===== src/hdl/word_hash_double_hash_insert_defines.svh =====
// assertion macros for the document hash table block
`ifndef WORD_HASH_DOUBLE_HASH_INSERT_DEFINES_SVH
`define WORD_HASH_DOUBLE_HASH_INSERT_DEFINES_SVH

// same-cycle implication, checked outside reset
`define WHD_ASSERT_NOW(lbl, ante, cons, msg) \
  lbl: assert property (@(posedge clk) disable iff (!rst_n) (ante) |-> (cons)) else $error(msg);

// next-cycle implication, checked outside reset
`define WHD_ASSERT_NEXT(lbl, ante, cons, msg) \
  lbl: assert property (@(posedge clk) disable iff (!rst_n) (ante) |=> (cons)) else $error(msg);

`endif


===== src/hdl/whdh_pkg.sv =====
// shared constants, types and helpers for the document hash table block
package whdh_pkg;

  localparam int TABLE_SIZE = 11;
  localparam int MAX_LEN    = 1024;
  localparam int HASH_BASE  = 31;

  localparam int KEY_W     = 32;
  localparam int SLOT_W    = $clog2(TABLE_SIZE);
  localparam int LEN_W     = $clog2(MAX_LEN + 1);
  localparam int IDX_W     = $clog2(MAX_LEN);
  localparam int SADDR_W   = $clog2(TABLE_SIZE * MAX_LEN);
  localparam int ACC_W     = $clog2(TABLE_SIZE * 16);
  localparam int MOD_STEPS = KEY_W / 4;
  localparam int MOD_CNT_W = $clog2(MOD_STEPS);
  localparam int PRB_W     = $clog2(TABLE_SIZE + 1);

  localparam logic [7:0] SPACE_BYTE = 8'h20;

  typedef enum logic [1:0] {
    STAT_INSERTED  = 2'd0,
    STAT_DUPLICATE = 2'd1,
    STAT_FULL      = 2'd2
  } status_t;

  typedef enum logic [3:0] {
    ST_IDLE,
    ST_MOD,
    ST_HOME,
    ST_PROBE,
    ST_CMP_RD,
    ST_CMP_CHK,
    ST_CPY_RD,
    ST_CPY_WR,
    ST_COMMIT,
    ST_NEXT
  } ctrl_state_t;

  typedef struct packed {
    logic    take;
    logic    mod_step;
    logic    home_add;
    logic    cnt_clr;
    logic    rd;
    logic    cnt_inc;
    logic    wr;
    logic    commit;
    logic    next_probe;
    logic    emit;
    status_t emit_status;
  } cmd_t;

  typedef struct packed {
    logic word_end;
    logic mod_last;
    logic last_doc;
    logic slot_free;
    logic len_match;
    logic len_zero;
    logic cnt_last;
    logic byte_eq;
    logic probes_done;
  } stat_t;

  // one nibble of a remainder by restoring subtraction, r below dvs
  function automatic logic [SLOT_W-1:0] rem_step(input logic [SLOT_W-1:0] r,
                                                 input logic [3:0] nib,
                                                 input logic [SLOT_W-1:0] dvs);
    logic [ACC_W-1:0] acc;
    acc = (ACC_W'(r) << 4) | ACC_W'(nib);
    for (int k = 3; k >= 0; k--) begin
      if (acc >= (ACC_W'(dvs) << k)) begin
        acc = acc - (ACC_W'(dvs) << k);
      end
    end
    return SLOT_W'(acc);
  endfunction

endpackage


===== src/hdl/whdh_ctrl.sv =====
// controller state machine sequencing hashing, probing, compare and copy
module whdh_ctrl (
  input  logic          clk,
  input  logic          rst_n,
  input  logic          start,
  input  whdh_pkg::stat_t stat,
  output whdh_pkg::cmd_t  cmd,
  output logic          busy
);
  import whdh_pkg::*;

  ctrl_state_t state_r, state_nxt;

  always_ff @(posedge clk) begin
    if (!rst_n) begin
      state_r <= ST_IDLE;
    end else begin
      state_r <= state_nxt;
    end
  end

  always_comb begin
    state_nxt = state_r;
    case (state_r)
      ST_IDLE: begin
        if (start && stat.word_end) state_nxt = ST_MOD;
      end
      ST_MOD: begin
        if (stat.mod_last) state_nxt = ST_HOME;
      end
      ST_HOME: begin
        state_nxt = stat.last_doc ? ST_PROBE : ST_IDLE;
      end
      ST_PROBE: begin
        if (stat.slot_free) begin
          state_nxt = stat.len_zero ? ST_COMMIT : ST_CPY_RD;
        end else if (stat.len_match) begin
          state_nxt = stat.len_zero ? ST_IDLE : ST_CMP_RD;
        end else begin
          state_nxt = ST_NEXT;
        end
      end
      ST_CMP_RD:  state_nxt = ST_CMP_CHK;
      ST_CMP_CHK: begin
        if (!stat.byte_eq) state_nxt = ST_NEXT;
        else if (stat.cnt_last) state_nxt = ST_IDLE;
        else state_nxt = ST_CMP_RD;
      end
      ST_CPY_RD: state_nxt = ST_CPY_WR;
      ST_CPY_WR: state_nxt = stat.cnt_last ? ST_COMMIT : ST_CPY_RD;
      ST_COMMIT: state_nxt = ST_IDLE;
      ST_NEXT:   state_nxt = stat.probes_done ? ST_IDLE : ST_PROBE;
      default:   state_nxt = ST_IDLE;
    endcase
  end

  always_comb begin
    cmd             = '0;
    cmd.emit_status = STAT_INSERTED;
    busy            = (state_r != ST_IDLE);
    case (state_r)
      ST_IDLE:  cmd.take = start;
      ST_MOD:   cmd.mod_step = 1'b1;
      ST_HOME:  cmd.home_add = 1'b1;
      ST_PROBE: begin
        cmd.cnt_clr = 1'b1;
        if (!stat.slot_free && stat.len_match && stat.len_zero) begin
          cmd.emit        = 1'b1;
          cmd.emit_status = STAT_DUPLICATE;
        end
      end
      ST_CMP_RD:  cmd.rd = 1'b1;
      ST_CMP_CHK: begin
        if (stat.byte_eq && stat.cnt_last) begin
          cmd.emit        = 1'b1;
          cmd.emit_status = STAT_DUPLICATE;
        end else if (stat.byte_eq) begin
          cmd.cnt_inc = 1'b1;
        end
      end
      ST_CPY_RD: cmd.rd = 1'b1;
      ST_CPY_WR: begin
        cmd.wr      = 1'b1;
        cmd.cnt_inc = 1'b1;
      end
      ST_COMMIT: begin
        cmd.commit      = 1'b1;
        cmd.emit        = 1'b1;
        cmd.emit_status = STAT_INSERTED;
      end
      ST_NEXT: begin
        if (stat.probes_done) begin
          cmd.emit        = 1'b1;
          cmd.emit_status = STAT_FULL;
        end else begin
          cmd.next_probe = 1'b1;
        end
      end
      default: ;
    endcase
  end

endmodule


===== config.mk =====
export PLATFORM = sky130hd
export DESIGN_NAME = whdh_ctrl
export DESIGN_NICKNAME = d
export VERILOG_FILES = /design/src/hdl/word_hash_double_hash_insert_defines.svh /design/src/hdl/whdh_pkg.sv /design/src/hdl/whdh_ctrl.sv
export SDC_FILE = /design/constraint.sdc
export NUM_CORES = 1
export LEC_CHECK = 0
export BUFFER_PORTS_ARGS = -buffer_cell sky130_fd_sc_hd__buf_4
export CAP_MARGIN = 0
export CORE_AREA = 4 4 41 43
export CTS_CLUSTER_DIAMETER = 150
export DETAILED_ROUTE_END_ITERATION = 12
export DIE_AREA = 0 0 45 47
export PLACE_DENSITY = 0.67
export SETUP_SLACK_MARGIN = 0.1
export SLEW_MARGIN = 0
export SYNTH_ARGS = -nofsm -noshare
export SYNTH_HDL_FRONTEND = slang
export SYNTH_SLANG_ARGS = --single-unit

===== constraint.sdc =====
create_clock -name clk -period 1.4 [get_ports clk]
set_input_delay 0.42 -clock clk [delete_from_list [all_inputs] [get_ports clk]]
set_output_delay 0.42 -clock clk [all_outputs]
set_load 0.05 [all_outputs]

==> reports/metrics.cfg <==
[status]
status=complete, but fails checks
violations=setup timing

[synthesis]
synth_seq_area_share_pct=17.2
ys.flop_type=dfxtp_1
synth_edf_count=0
syn_inst=65
synth_seq_cells=4
syn_nets=77
yosys_warnings=0
synth_cell_types=31
async_flop_share_pct=0
avgSynthCellArea_um2=7.16
syn_area_um2=465

[final_layout]
final_cells=134
top_regs=state_r (4)
fin_nets=132
drive_gt1_share_pct=74.8
largest_reg_flops=4
antennaDiodeCount=0
final_area_um2=1220
regMostFlops=state_r
syn_to_final_growth_pct=163

[clock_tree]
tritoncts=built
cts_root_buf=clkbuf_4
htree_num_levels=1
ctsHoldBuffers=0
cts_buffers=3
cts.clk_slew.worst_paths_ns=0.05
clockBufferDepth=2
cts.sinks=4
clock_latency_ns=0.25

[sta]
worst_pin_slew_ns=0.422
min_period_ns=1.82
maxSlewViolCount=0
min_period_over_period_pct=130
hold_violations=0
worst_slack_ns=-0.422
clock.fmax_mhz=549
rsz0062_at_grt=true
finClkSkew_ns=0.00891
setup_violations=16
slew-limit-headroom_pct=71.6

[placed_design]
dp_slack_ns=-0.218
place_hpwl_um=1370
port_buffers=24
place_inst=120
placed_cell_area_um2=893
gp_routability_congestion=0.790

[pwr]
power_density_nw_per_um2=731
irDropWorstVdd_uv=530
p_leak_nw=0.485

[grt]
track_usage_pct=20.7
grt_overflow=0
grt_pass1_wl_um=3220
grt_antenna_before_repair=0
grt_max_degree=7
grt_pass1_vias=731

[route]
wl_met1_um=1150
num_vias=783
drt-initial-drc-count=28
first_pass_iters=4
routed_via_density=5.84
wl_um=2910
dr.max_layer_used=met4
met3WireLength_um=167
drc=0
wl_met2_um=1440
postRouteAntennaNets=0
wl_per_cell_um=21.7

[critical_path]
arrival_ns=1.40
worstPathMaxFanout=5
cp.required_ns=0.98
crit_type=register to output pin
endpoint_kind=output pin
critical_path.startpoint_type=register

[flow_run]
cap_violations=0

[floorplan]
rows=13
start_util_pct=35.8
coreArea_um2=1300
die_area_um2=2120
pin_count=25
die_y_um=47
die_w_um=45

[worst_hold_path]
min_path_type=primary input to register

logic make-up after synthesis:
| family | count (synthesis) | synth area share, % |
|---|---|---|
| AOI/OAI and AO/OA | 16 | 28.8 |
| buffers and inverters | 10 | 11.8 |
| DFF | 4 | 17.2 |
| and+or+nand+nor | 35 | 42.2 |
area by class of cell:
type | count | area (um^2)
multi-input combinational | 51 | 538
timing repair buffer | 54 | 518
sequential | 4 | 95.1
fill | 39 | 77.6
inverter | 6 | 27.5
clock buffer | 4 | 26.3
tap | 15 | 18.8
path summary, 6_finish.rpt:
kind	from	to	slack, ns	cells past startpoint
worst max-delay path	state_r[2]	cmd[2]	-0.42	4
worst min-delay path	rst_n	state_r[3]	0.48	3
worst max register to register	state_r[3]	state_r[0]	-0.16	7
worst min register to register	state_r[2]	state_r[2]	0.64	2
timing repair:
item	4_1_cts	5_1_grt
pin swaps	5	8
gates cloned	0	0
buffers inserted	6	6
endpoints found under the hold margin	0	0
endpoints found under the setup margin	16	16
gates resized for setup	38	14
routing by layer:
layer  global-route usage, %  vias to the layer above
li1                        -                      344
met1                    24.9                      378
met2                    36.4                       44
met3                    1.15                       17
met4                    12.3                        0
met5                       0                        -
placed cells by master, fill, tap and decap left out, drive strengths merged:
master / Yosys / final
o21ai: 2 / 2
o2bb2ai: 1 / 1
nor3b: 1 / 1
clkbuf: 0 / 4
nand4: 1 / 1
nor2: 13 / 13
o21bai: 1 / 1
nand2: 6 / 6
a21oi: 2 / 2
nand2b: 3 / 3
nor3: 5 / 5
buf: 4 / 54
a311oi: 1 / 1
o32ai: 2 / 2
a31oi: 1 / 1
nand4bb: 2 / 2
inv: 6 / 6
dfxtp: 4 / 4
o22ai: 2 / 2
nand3: 2 / 2
a221oi: 1 / 1
a21o: 1 / 1
o22a: 1 / 1
and3: 1 / 1
a211oi: 1 / 1
or4: 1 / 1
Yosys cell counts (2+ instances only):
cell type  instances  area, um^2
a21oi_1            2        10.0
buf_2              2        10.0
buf_6              2        22.5
dfxtp_1            4        80.1
inv_1              6        22.5
nand2_1            6        22.5
nand2b_1           2        12.5
nor2_1            13        48.8
nor3_1             5        25.0
o21ai_0            2        10.0
critical path, cell delays in order, from the launching register on:
cell and delay [ns]:
dfxtp_4 0.37, nand4bb_4 0.27, o32ai_4 0.26, a21o_4 0.13, buf_8 0.13
stage by stage:
stage | util, % | setup TNS, ns | hold slack, ns | power, W
finish | 94.0 | -4.26 | 0.478 | 0.000894
global route | 94.0 | -4.79 | 0.475 | 0.000928
CTS | 86.3 | -3.66 | 0.438 | 0.000802
detailed placement | 68.7 | -1.37 | 0.606 | 0.000535
global placement | 68.7 | -1.22 | 0.590 | 0.000526
floorplan | - | -1.60 | 0.540 | 0.000398
report_power, final:
group	switching (W)	total [W]	internal [W]
combinational	0.000301	0.000572	0.000271
clock	0.0000621	0.000170	0.000108
sequential	0.0000282	0.000152	0.000124
total	0.000391	0.000894	0.000503
Power figures use the tool's default switching activity.
